File: config.mk
export PLATFORM = sky130hd
export DESIGN_NAME = scancode_to_ascii_fifo_unit
export DESIGN_NICKNAME = d
export VERILOG_FILES = /design/src/rtl/core/sc2a_pkg.sv /design/src/rtl/core/sc2a_xlate.sv /design/src/rtl/core/sc2a_mem.sv /design/src/rtl/core/scancode_to_ascii_fifo_unit.sv
export SDC_FILE = /design/constraint.sdc
export NUM_CORES = 2
export LEC_CHECK = 0
export BUFFER_PORTS_ARGS = -buffer_cell sky130_fd_sc_hd__buf_2
export CAP_MARGIN = 20
export CORE_MARGIN = 1.5
export CORE_UTILIZATION = 35
export DETAILED_ROUTE_END_ITERATION = 8
export PLACE_DENSITY = 0.56
export SETUP_SLACK_MARGIN = 0.5
export SLEW_MARGIN = 20
export SYNTH_ARGS = -nofsm -noshare
export SYNTH_HDL_FRONTEND = slang
export SYNTH_HIERARCHICAL = 1
export SYNTH_SLANG_ARGS = --single-unit
File: constraint.sdc
create_clock -name clock -period 19 [get_ports clock]
set_input_delay 0.95 -clock clock [delete_from_list [all_inputs] [get_ports clock]]
set_output_delay 0.95 -clock clock [all_outputs]
set_load 0.02 [all_outputs]
File: src/rtl/core/sc2a_pkg.sv
`timescale 1ns / 1ps
// Shared constants, key codes and translation tables for the scancode-to-ASCII FIFO.
// Depends on nothing; every other file in rtl/core imports it.
package sc2a_pkg;

   // Default character store depth.
   localparam int FIFO_DEPTH_DEF = 256;

   // Widths fixed by the request and response fields.
   localparam int SCAN_W = 8;
   localparam int CHAR_W = 7;

   // Request kinds.
   localparam logic REQ_SCAN = 1'b0;
   localparam logic REQ_READ = 1'b1;

   // Set-1 codes with a special meaning.
   localparam logic [SCAN_W-1:0] SC_LSHIFT_MAKE  = 8'h2A;
   localparam logic [SCAN_W-1:0] SC_RSHIFT_MAKE  = 8'h36;
   localparam logic [SCAN_W-1:0] SC_LSHIFT_BREAK = 8'hAA;
   localparam logic [SCAN_W-1:0] SC_RSHIFT_BREAK = 8'hB6;
   localparam logic [SCAN_W-1:0] SC_CAPS_MAKE    = 8'h3A;

   // Lower-case letter bounds and the bit that separates the two cases.
   localparam logic [CHAR_W-1:0] CH_LOWER_A = 7'h61;
   localparam logic [CHAR_W-1:0] CH_LOWER_Z = 7'h7A;
   localparam int                CASE_BIT   = 5;

   // Tables cover the 64 codes below 0x40; codes from 0x3A up give zero.
   localparam int TABLE_IDX_W = 6;

   localparam logic [CHAR_W-1:0] PLAIN_MAP [0:63] = '{
      7'h00, 7'h1B, 7'h31, 7'h32, 7'h33, 7'h34, 7'h35, 7'h36,
      7'h37, 7'h38, 7'h39, 7'h30, 7'h2D, 7'h3D, 7'h08, 7'h09,
      7'h71, 7'h77, 7'h65, 7'h72, 7'h74, 7'h79, 7'h75, 7'h69,
      7'h6F, 7'h70, 7'h5B, 7'h5D, 7'h0A, 7'h00, 7'h61, 7'h73,
      7'h64, 7'h66, 7'h67, 7'h68, 7'h6A, 7'h6B, 7'h6C, 7'h3B,
      7'h27, 7'h60, 7'h00, 7'h5C, 7'h7A, 7'h78, 7'h63, 7'h76,
      7'h62, 7'h6E, 7'h6D, 7'h2C, 7'h2E, 7'h2F, 7'h00, 7'h2A,
      7'h00, 7'h20, 7'h00, 7'h00, 7'h00, 7'h00, 7'h00, 7'h00
   };

   localparam logic [CHAR_W-1:0] UPPER_MAP [0:63] = '{
      7'h00, 7'h1B, 7'h21, 7'h40, 7'h23, 7'h24, 7'h25, 7'h5E,
      7'h26, 7'h2A, 7'h28, 7'h29, 7'h5F, 7'h2B, 7'h08, 7'h09,
      7'h51, 7'h57, 7'h45, 7'h52, 7'h54, 7'h59, 7'h55, 7'h49,
      7'h4F, 7'h50, 7'h7B, 7'h7D, 7'h0A, 7'h00, 7'h41, 7'h53,
      7'h44, 7'h46, 7'h47, 7'h48, 7'h4A, 7'h4B, 7'h4C, 7'h3A,
      7'h22, 7'h7E, 7'h00, 7'h7C, 7'h5A, 7'h58, 7'h43, 7'h56,
      7'h42, 7'h4E, 7'h4D, 7'h3C, 7'h3E, 7'h3F, 7'h00, 7'h2A,
      7'h00, 7'h20, 7'h00, 7'h00, 7'h00, 7'h00, 7'h00, 7'h00
   };

   // Character produced by the translator for one scancode request.
   typedef struct packed {
      logic              push;
      logic [CHAR_W-1:0] ch;
   } push_type;

endpackage

File: src/rtl/core/sc2a_xlate.sv
`timescale 1ns / 1ps
// Scancode translator: shift and caps flag registers plus the table lookup.
// Depends on sc2a_pkg for key codes, tables and the push_type struct.
module sc2a_xlate (
   input  logic                         clock,
   input  logic                         reset,
   input  logic                         scan_en,
   input  logic [sc2a_pkg::SCAN_W-1:0]  scan_code,
   output sc2a_pkg::push_type           push_out
);
   import sc2a_pkg::*;

   logic                   shift_ff, shift_in;
   logic                   caps_ff, caps_in;
   logic [TABLE_IDX_W-1:0] idx;
   logic [CHAR_W-1:0]      looked_up;
   logic                   is_lower;
   logic                   special;

   assign idx = scan_code[TABLE_IDX_W-1:0];

   // Flag updates and detection of the codes that only change flags.
   always_comb begin
      shift_in = shift_ff;
      caps_in  = caps_ff;
      special  = 1'b1;
      case (scan_code)
         SC_LSHIFT_MAKE, SC_RSHIFT_MAKE:   shift_in = 1'b1;
         SC_LSHIFT_BREAK, SC_RSHIFT_BREAK: shift_in = 1'b0;
         SC_CAPS_MAKE:                     caps_in  = ~caps_ff;
         default:                          special  = 1'b0;
      endcase
      if (!scan_en) begin
         shift_in = shift_ff;
         caps_in  = caps_ff;
      end
   end

   always_ff @(posedge clock) begin
      if (reset) begin
         shift_ff <= 1'b0;
         caps_ff  <= 1'b0;
      end else begin
         shift_ff <= shift_in;
         caps_ff  <= caps_in;
      end
   end

   // Table lookup and caps fix-up; break codes and codes from 0x40 up give nothing.
   always_comb begin
      looked_up = shift_ff ? UPPER_MAP[idx] : PLAIN_MAP[idx];
      is_lower  = (looked_up >= CH_LOWER_A) && (looked_up <= CH_LOWER_Z);
      push_out.ch = looked_up;
      if (is_lower && (caps_ff ^ shift_ff)) begin
         push_out.ch[CASE_BIT] = 1'b0;
      end
      push_out.push = scan_en && !special
                      && (scan_code[SCAN_W-1:TABLE_IDX_W] == '0)
                      && (looked_up != '0);
   end

endmodule

File: src/rtl/core/sc2a_mem.sv
`timescale 1ns / 1ps
// Character store: one write port and one read port with registered read data.
// Depends on sc2a_pkg for the character width.
module sc2a_mem #(
   parameter int DEPTH = sc2a_pkg::FIFO_DEPTH_DEF,
   parameter int AW    = $clog2(DEPTH)
) (
   input  logic                        clock,
   input  logic                        wr_en,
   input  logic [AW-1:0]               wr_addr,
   input  logic [sc2a_pkg::CHAR_W-1:0] wr_data,
   input  logic                        rd_en,
   input  logic [AW-1:0]               rd_addr,
   output logic [sc2a_pkg::CHAR_W-1:0] rd_data
);
   import sc2a_pkg::*;

   logic [CHAR_W-1:0] store [0:DEPTH-1];
   logic [CHAR_W-1:0] rd_data_ff;

   // Write port.
   always_ff @(posedge clock) begin
      if (wr_en) begin
         store[wr_addr] <= wr_data;
      end
   end

   // Read port; the data holds until the next read.
   always_ff @(posedge clock) begin
      if (rd_en) begin
         rd_data_ff <= store[rd_addr];
      end
   end

   assign rd_data = rd_data_ff;

endmodule

File: src/rtl/core/scancode_to_ascii_fifo_unit.sv
`timescale 1ns / 1ps
// Scancode-to-ASCII translator with a character FIFO, top level.
// The response is registered and appears in the cycle after the request is taken; one request
// is taken every cycle unless the response register is full and stalled by the response side.
// Synchronous reset clears the shift and caps flags, both pointers and the response
// register at once; the character store has no reset and needs no clearing pass.
// Depends on sc2a_pkg, sc2a_xlate and sc2a_mem.
module scancode_to_ascii_fifo_unit #(
   parameter int FIFO_DEPTH = sc2a_pkg::FIFO_DEPTH_DEF
) (
   input  logic                         clock,
   input  logic                         reset,
   input  logic                         req_valid,
   output logic                         req_stall,
   input  logic                         req_type,
   input  logic [sc2a_pkg::SCAN_W-1:0]  req_scan_code,
   output logic                         rsp_valid,
   input  logic                         rsp_stall,
   output logic [sc2a_pkg::CHAR_W-1:0]  rsp_char_out,
   output logic                         rsp_char_valid,
   output logic                         rsp_input_pending
);
   import sc2a_pkg::*;

   localparam int AW = $clog2(FIFO_DEPTH);
   localparam logic [AW-1:0] LAST_SLOT = AW'(FIFO_DEPTH - 1);

   logic          accept;
   push_type      push;
   logic [AW-1:0] wr_ptr_ff, wr_ptr_in;
   logic [AW-1:0] rd_ptr_ff, rd_ptr_in;
   logic [AW-1:0] wr_ptr_next, rd_ptr_next;
   logic          do_push, do_pop;
   logic          rsp_valid_ff, rsp_valid_in;
   logic          char_valid_ff, char_valid_in;
   logic          pending_ff, pending_in;
   logic [CHAR_W-1:0] rd_data;

   // A request enters whenever the response register is empty or being drained.
   assign req_stall = rsp_valid_ff && rsp_stall;
   assign accept    = req_valid && !req_stall;

   sc2a_xlate u_xlate (
      .clock     (clock),
      .reset     (reset),
      .scan_en   (accept && (req_type == REQ_SCAN)),
      .scan_code (req_scan_code),
      .push_out  (push)
   );

   // Ring pointers; one slot stays empty so equal pointers mean empty.
   always_comb begin
      wr_ptr_next = (wr_ptr_ff == LAST_SLOT) ? '0 : wr_ptr_ff + 1'b1;
      rd_ptr_next = (rd_ptr_ff == LAST_SLOT) ? '0 : rd_ptr_ff + 1'b1;
      do_push     = push.push && (wr_ptr_next != rd_ptr_ff);
      do_pop      = accept && (req_type == REQ_READ) && (wr_ptr_ff != rd_ptr_ff);
      wr_ptr_in   = do_push ? wr_ptr_next : wr_ptr_ff;
      rd_ptr_in   = do_pop  ? rd_ptr_next : rd_ptr_ff;
   end

   // A pop reads the entry written no later than the previous edge, so the
   // store never sees a read and write of the same slot in one cycle.
   sc2a_mem #(
      .DEPTH (FIFO_DEPTH),
      .AW    (AW)
   ) u_mem (
      .clock   (clock),
      .wr_en   (do_push),
      .wr_addr (wr_ptr_ff),
      .wr_data (push.ch),
      .rd_en   (do_pop),
      .rd_addr (rd_ptr_ff),
      .rd_data (rd_data)
   );

   // Response register contents.
   always_comb begin
      rsp_valid_in  = rsp_valid_ff;
      char_valid_in = char_valid_ff;
      pending_in    = pending_ff;
      if (accept) begin
         rsp_valid_in  = 1'b1;
         char_valid_in = do_pop;
         pending_in    = (wr_ptr_in != rd_ptr_in);
      end else if (!rsp_stall) begin
         rsp_valid_in  = 1'b0;
      end
   end

   always_ff @(posedge clock) begin
      if (reset) begin
         wr_ptr_ff     <= '0;
         rd_ptr_ff     <= '0;
         rsp_valid_ff  <= 1'b0;
         char_valid_ff <= 1'b0;
         pending_ff    <= 1'b0;
      end else begin
         wr_ptr_ff     <= wr_ptr_in;
         rd_ptr_ff     <= rd_ptr_in;
         rsp_valid_ff  <= rsp_valid_in;
         char_valid_ff <= char_valid_in;
         pending_ff    <= pending_in;
      end
   end

   // The popped character comes straight from the store's read register.
   assign rsp_valid         = rsp_valid_ff;
   assign rsp_char_valid    = char_valid_ff;
   assign rsp_char_out      = char_valid_ff ? rd_data : '0;
   assign rsp_input_pending = pending_ff;

endmodule

-- Word-level counts from Yosys, hierarchy flattened
Memory sizes are Yosys's and may differ from the RTL's. A register that Yosys moved wholly into a read port is not among the register bits.
Cells that the tools add are included.
W data, S select, Z words.
- bits in registers: 21
- bits in writable memories: 1792
- ROM bits: 896
- input bits: 13
- output and inout port bits: 11
- memories kept: 3
- memories (memory ; depth ; bits a word ; rd ports ; clocked after Yosys merged registers in ; write ports ; line ; text):
    u_mem.store ; 256 ; 7 ; 1 ; 1 ; 1 ; sc2a_mem.sv:18 ; logic [CHAR_W-1:0] store [0:DEPTH-1];
    (name not given) ; 64 ; 7 ; 1 ; 0 ; 0 ; sc2a_xlate.sv:51 ; looked_up = shift_ff ? UPPER_MAP[idx] : PLAIN_MAP[idx];
    (name not given) ; 64 ; 7 ; 1 ; 0 ; 0 ; sc2a_xlate.sv:51 ;
- add/sub/neg operators: 2
- magnitude comparators: 3
- equal/unequal tests: 11
- muxes and demuxes: 17
- bitwise logic cells: 4
- reductions and logical operators: 21
- operator list (kind ; count):
    $mux W7 ; 6
    $eq A8 B8 Y1 const B ; 4
    $mux W8 ; 4
    $eq A8 B6 Y1 const B ; 3
    $ne A8 B8 Y1 ; 3
    $add A8 B1 Y8 const B ; 2
    $ge A7 B7 Y1 const B ; 2
    $logic_and A1 B1 Y1 ; 11
    $le A7 B7 Y1 const B ; 1
    $not A6 Y7 ; 1
    $reduce_bool A7 Y1 ; 1
    $mux W1 ; 6
    $reduce_or A5 Y1 ; 1
    $reduce_and A2 Y1 ; 2
    $reduce_or A2 Y1 ; 2
    $logic_not A1 Y1 ; 2
    $logic_not A2 Y1 ; 1
    $ne A2 B1 Y1 const B ; 1
    $not A1 Y1 ; 2
    $pmux W1 S2 ; 1
    $reduce_bool A2 Y1 ; 1
    $xor A1 B1 Y1 ; 1

-- Logic depth before layout (Yosys ltp)
- depth in word-level cells: 10
- mapped depth: 18
- gate-level depth less buffers: 14

-- By module
Netlist, hierarchy kept.
- by module, submodules not included (module ; instances ; cells each ; area each (µm²)):
    sc2a_mem ; 1 ; 3381 ; 70267.4
    scancode_to_ascii_fifo_unit ; 1 ; 213 ; 1764.2
    sc2a_xlate ; 1 ; 200 ; 1435.1

-- Worst setup path after synthesis
Ideal clock, no wire load.
- path kind: input-to-reg
- start point: in req_scan_code[1] (netlist bit)
- end point: mem u_mem.store[0][5] (data pin)
- arrival time: 19507 ps
- required time: 18123 ps
- path slack: -1384 ps
- stages on the path: 11
- path buffers: 2
- cell sequence: buf_4 clkinv_1 ha_1 clkbuf_1 xnor2_1 o22ai_1 a221oi_1 nor4_1 a21oi_1 o211ai_1 o21ba_1
- RTL lines (what ; line ; text):
    from (decl) ; scancode_to_ascii_fifo_unit.sv:16 ; input logic [sc2a_pkg::SCAN_W-1:0] req_scan_code,
    to (decl) ; sc2a_mem.sv:18 ;

==> flow_results.org <==
** Pwr
- Net switching is between 20% and 30% of the power.
- Relative contribution of combinational cells to total power :: approximately 3.4%
- Switching power summed over all nets :: about 1800 uW
- Internal Dissipation :: approximately 6700 uW
- Summed over all cells, the static leakage comes to ~0.024 uW.
- Sequential power share :: between 50% and 60%
- Worst voltage drop across the vdd grid :: 82.5 uV
- Pwr/cell area :: approximately 100 nW/um^2
- The design draws roughly 8400 uW.
- Clock network fraction of total power :: 43.3%

** Clocking
- Clock tree from TritonCTS :: yes
- Number of H-tree branching levels :: 4
- Gates resized during post-CTS repair numbered 0.
- Clock input transition at the sequential cells of the worst setup and hold paths :: approximately 0.06 ns
- Longest Clk Path Bufs :: 3
- Clock latency on the worst-skew pair :: around 0.84 ns
- Clock Sink Count :: roughly 1.8k
- TritonCTS created 185 clock buffers.
- Buffers added to address setup during post-CTS repair amount to 0.
- Buffers inserted to repair hold after CTS numbered 0.
- Clock tree synthesis selected as its root buffer the cell clkbuf_16.

** Floorplan
- During I/O placement, the number of pins put on the boundary was 24.
- Height of the die :: roughly 460 um
- Width of the die :: roughly 460 um
- The initialized floorplan defines ~170 standard-cell rows.
- For this configuration, the core starts out at a cell density of between 30% and 40%.
- The core region is between 200000 and 250000 um^2.
- The floorplan step defined a die boundary enclosing 213000 um^2.

** Route
- Wires add up to around 190000 um.
- Summing over every cut layer, the via total after detailed routing is roughly 38k.
- The first TritonRoute pass finished after 7 iterations.
- For this run, design rule violations remaining after detail routing come to 0.
- Dividing the detail-routed via count by the number of cells gives 5.53.
- WL per Instance :: between 20 and 30 um
- For this block, the initial DRC count from the detailed router was 4737.
- Count of antenna-violating nets left after detailed routing :: 0

** STA
- RSZ-0062 raised after global routing :: no
- After routing, the total negative slack on setup checks comes to 0 ns.
- Of the available clock period, the critical path in the final layout requires between 30% and 40%.
- For this run, the top clock speed supported by timing is about 150 MHz.
- Number of setup violations in the final report :: 0
- Time the final worst path needs with I/O delays and setup :: roughly 6.7 ns
- Actual transition at the worst max-transition pin :: ~1.2 ns
- The total count of max-transition violations in the final report was 0.
- Final Hold Fails :: 0
- Final Skew :: 0.0559 ns
- Measured against its own limit, the worst slew margin works out to 20.9%.

** Logic synthesis
- Averaged over all synthesized cells, the footprint is about 19 um^2.
- The synthesized netlist contains 96 unique library cells.
- The share of synthesized area in the top cell type comes to approximately three quarters.
- Synthesized netlist net count :: 3823
- The synthesized design contains 1799 enable-type register cells.
- Counting every instance in the synthesized netlist gives ~3.8k.
- The largest total area in the synthesized netlist belongs to edfxtp_1.
- Commonest cells post-synth :: 1799 x edfxtp_1, 380 x mux4_2, 338 x nor2_1
- Cell area after synthesis :: roughly 73000 um^2
- For this run, the register share of the synthesized area comes to 74.1%.
- Post-synthesis async set-or-reset flop share :: 0%
- Most used DFF post-synth :: edfxtp_1
- #FFs+latches synth :: between 1.5k and 2k
- In the post-synthesis netlist, the biggest area contributors are edfxtp_1 74%, mux4_2 12%, mux2i_1 2.3%, nor2_1 1.7%, a22oi_1 0.62%.
- The most common cell in the synthesized netlist is edfxtp_1.
- Ys Warns :: 6

** Critical path
- Required time of the critical path :: approximately 20 ns
- Slowest cell on the critical path :: nand3_1
- Data arrival time of the critical path :: 7.09 ns
- Internal reg-to-reg setup slack :: approximately 13 ns
- Largest stage delay on the critical path :: slightly below 0.8 ns
- STA classifies the critical path endpoint as a register.
- The worst setup path is launched from an input port.
- The critical path starts at req_scan_code[1].
- The endpoint identified for the worst register-to-register timing path is u_mem/store[1][6]$_DFFE_PP_.
- Of all nets on the critical path, the largest fanout is 53.
- The signal on the critical path passes through buf_2 -> clkinv_1 -> ha_1 -> nor2_1 -> a21oi_1 -> o221ai_1 -> a221oi_4 -> buf_4 -> or4_4 -> nor2_2 -> a31oi_1 -> o21ai_4 -> inv_4 -> nand3_1 -> buf_4 -> nor2_1.
- In this run the worst setup path terminates at u_mem/store[1][6]$_DFFE_PP_.
- The worst register-to-register path begins at u_xlate/shift_ff$_SDFFE_PP0P_.
- By startpoint and endpoint, the worst setup path is classified as in2reg.
- Worst Reg2Reg Path Length in Cells :: 13

** Global route
- First-pass GRT wire length :: approximately 280000 um
- Global routing used ~18% of the available tracks across all layers.
- Summed over all layers, the global routing overflow is 0.
- Largest net degree at the start of global routing :: 143
- The initial antenna violation count is 3.
- The number of global-route vias before repair came to 37.5k.

** Placement
- Once placement completed, the tool counted placed cells totaling roughly 6.4k.
- Once detailed placement completed, the half-perimeter wirelength came to 118000 um.
- At the end of routability-driven placement, the weighted congestion stood at 0.857.
- In this run the tool buffered the top-level ports with 23 buffer cells.

** Min path
- Startpoint of the worst hold path :: req_scan_code[7]
- Class of the most critical hold timing path :: in2reg
- Counting instances, the worst hold path has a depth of 2.

** Run
- Max-cap violations in this run came to 0.

** Layout
- # nets final :: 3877
- Leaving out filler cells and counting taps, the final layout contains between 6k and 7k.
- Cells with a size suffix above 1 make up about 21% of the layout.
- The area growth from synthesis to layout is 12.1%.

** Run status
- The flow ran to the end, and the final reports show no timing, DRC or antenna violations.
[layout by cell type, fill, tap and decap left out, drive strengths merged, types with 25 or more instances in the layout]
cell type     n
clkinv       90
o21ai        37
nor3         45
mux4        390
o22ai        75
nor4         38
mux2i       170
edfxtp     1799
a221oi       26
buf         102
nor2        340
a22oi        62
a21oi        69
nand2       103
inv          25
clkbuf      223
nor2b        27
nand2b       25
nand3        51
[area by class of cell]
type,count,area (um^2)
inverter,19,73.8
tap,2788,3490
sequential,1820,54500
timing repair buffer,102,791
fill,18400,126000
antenna,2,5.00
clock buffer,223,4810
multi-input combinational,1720,17500
clock inverter,122,1250
[cells by family after synthesis]
| family | share of synthesized area [%] |
|---|---|
| multiplexers | 14.5 |
| flip-flops | 74.1 |
| AND/OR/NAND/NOR | 4.39 |
| AO/OA/AOI/OAI | 4.21 |
| buffers and inverters | 2.25 |
| XOR/XNOR | 0.310 |
| adder cells (fa/ha/maj) | 0.272 |
[power groups by stage]
| stage | clock network, uW | logic, uW | registers (uW) |
|---|---|---|---|
| floorplan | 0 | 163 | 4620 |
| global placement | 0 | 290 | 4580 |
| detailed placement | 0 | 293 | 4580 |
| CTS | 3710 | 293 | 4490 |
| global route | 3860 | 308 | 4490 |
| finish | 3640 | 284 | 4490 |
[sequential cells by signal, indices dropped and copies added (netlist names)]
register	cells
rd_ptr_ff	8
rsp_char_valid	1
rsp_input_pending	1
rsp_valid	1
u_mem/rd_data	7
u_mem/store	1792
u_xlate/caps_ff	1
u_xlate/shift_ff	1
wr_ptr_ff	8
[worst max-delay path, delay by kind of cell]
family / cells / cell delay, ns
AOI/OAI and AO/OA: 5 / 1.60
adders and majority gates: 1 / 0.59
buffers and inverters: 5 / 2.10
and+or+nand+nor: 5 / 1.79
[per-layer routing]
layer / share of wire, % / track usage, % / routed length [um] / up-vias
li1: - / - / - / 15700
met1: 43 / 25.5 / 82900 / 20000
met2: 48 / 28.6 / 91800 / 1559
met3: 6.7 / 2.98 / 13000 / 255
met4: 2.5 / 5.02 / 4890 / 0
met5: 0 / 0 / 0 / -
[through the flow]
stage | hold slack (ns) | instance area, um^2 | setup slack [ns] | utilization [%]
global placement | 0.522 | 76300 | 11.30 | 36.7
floorplan | 0.504 | 73500 | 1.14 | -
finish | 0.348 | 82400 | 12.34 | 39.6
CTS | 0.282 | 82400 | 12.37 | 39.6
detailed placement | 0.542 | 76300 | 11.49 | 36.7
global route | 0.328 | 82400 | 12.11 | 39.6
[worst min path at each step]
stage	end
6_report	u_xlate/shift_ff$_SDFFE_PP0P_
5_1_grt	u_xlate/shift_ff$_SDFFE_PP0P_
4_1_cts	u_xlate/shift_ff$_SDFFE_PP0P_
3_5_place_dp	rsp_char_valid$_SDFFE_PP0P_
3_3_place_gp	u_xlate/caps_ff$_SDFFE_PP0P_
2_1_floorplan	u_xlate/caps_ff$_SDFFE_PP0P_
(Power assumes the default switching activity.)
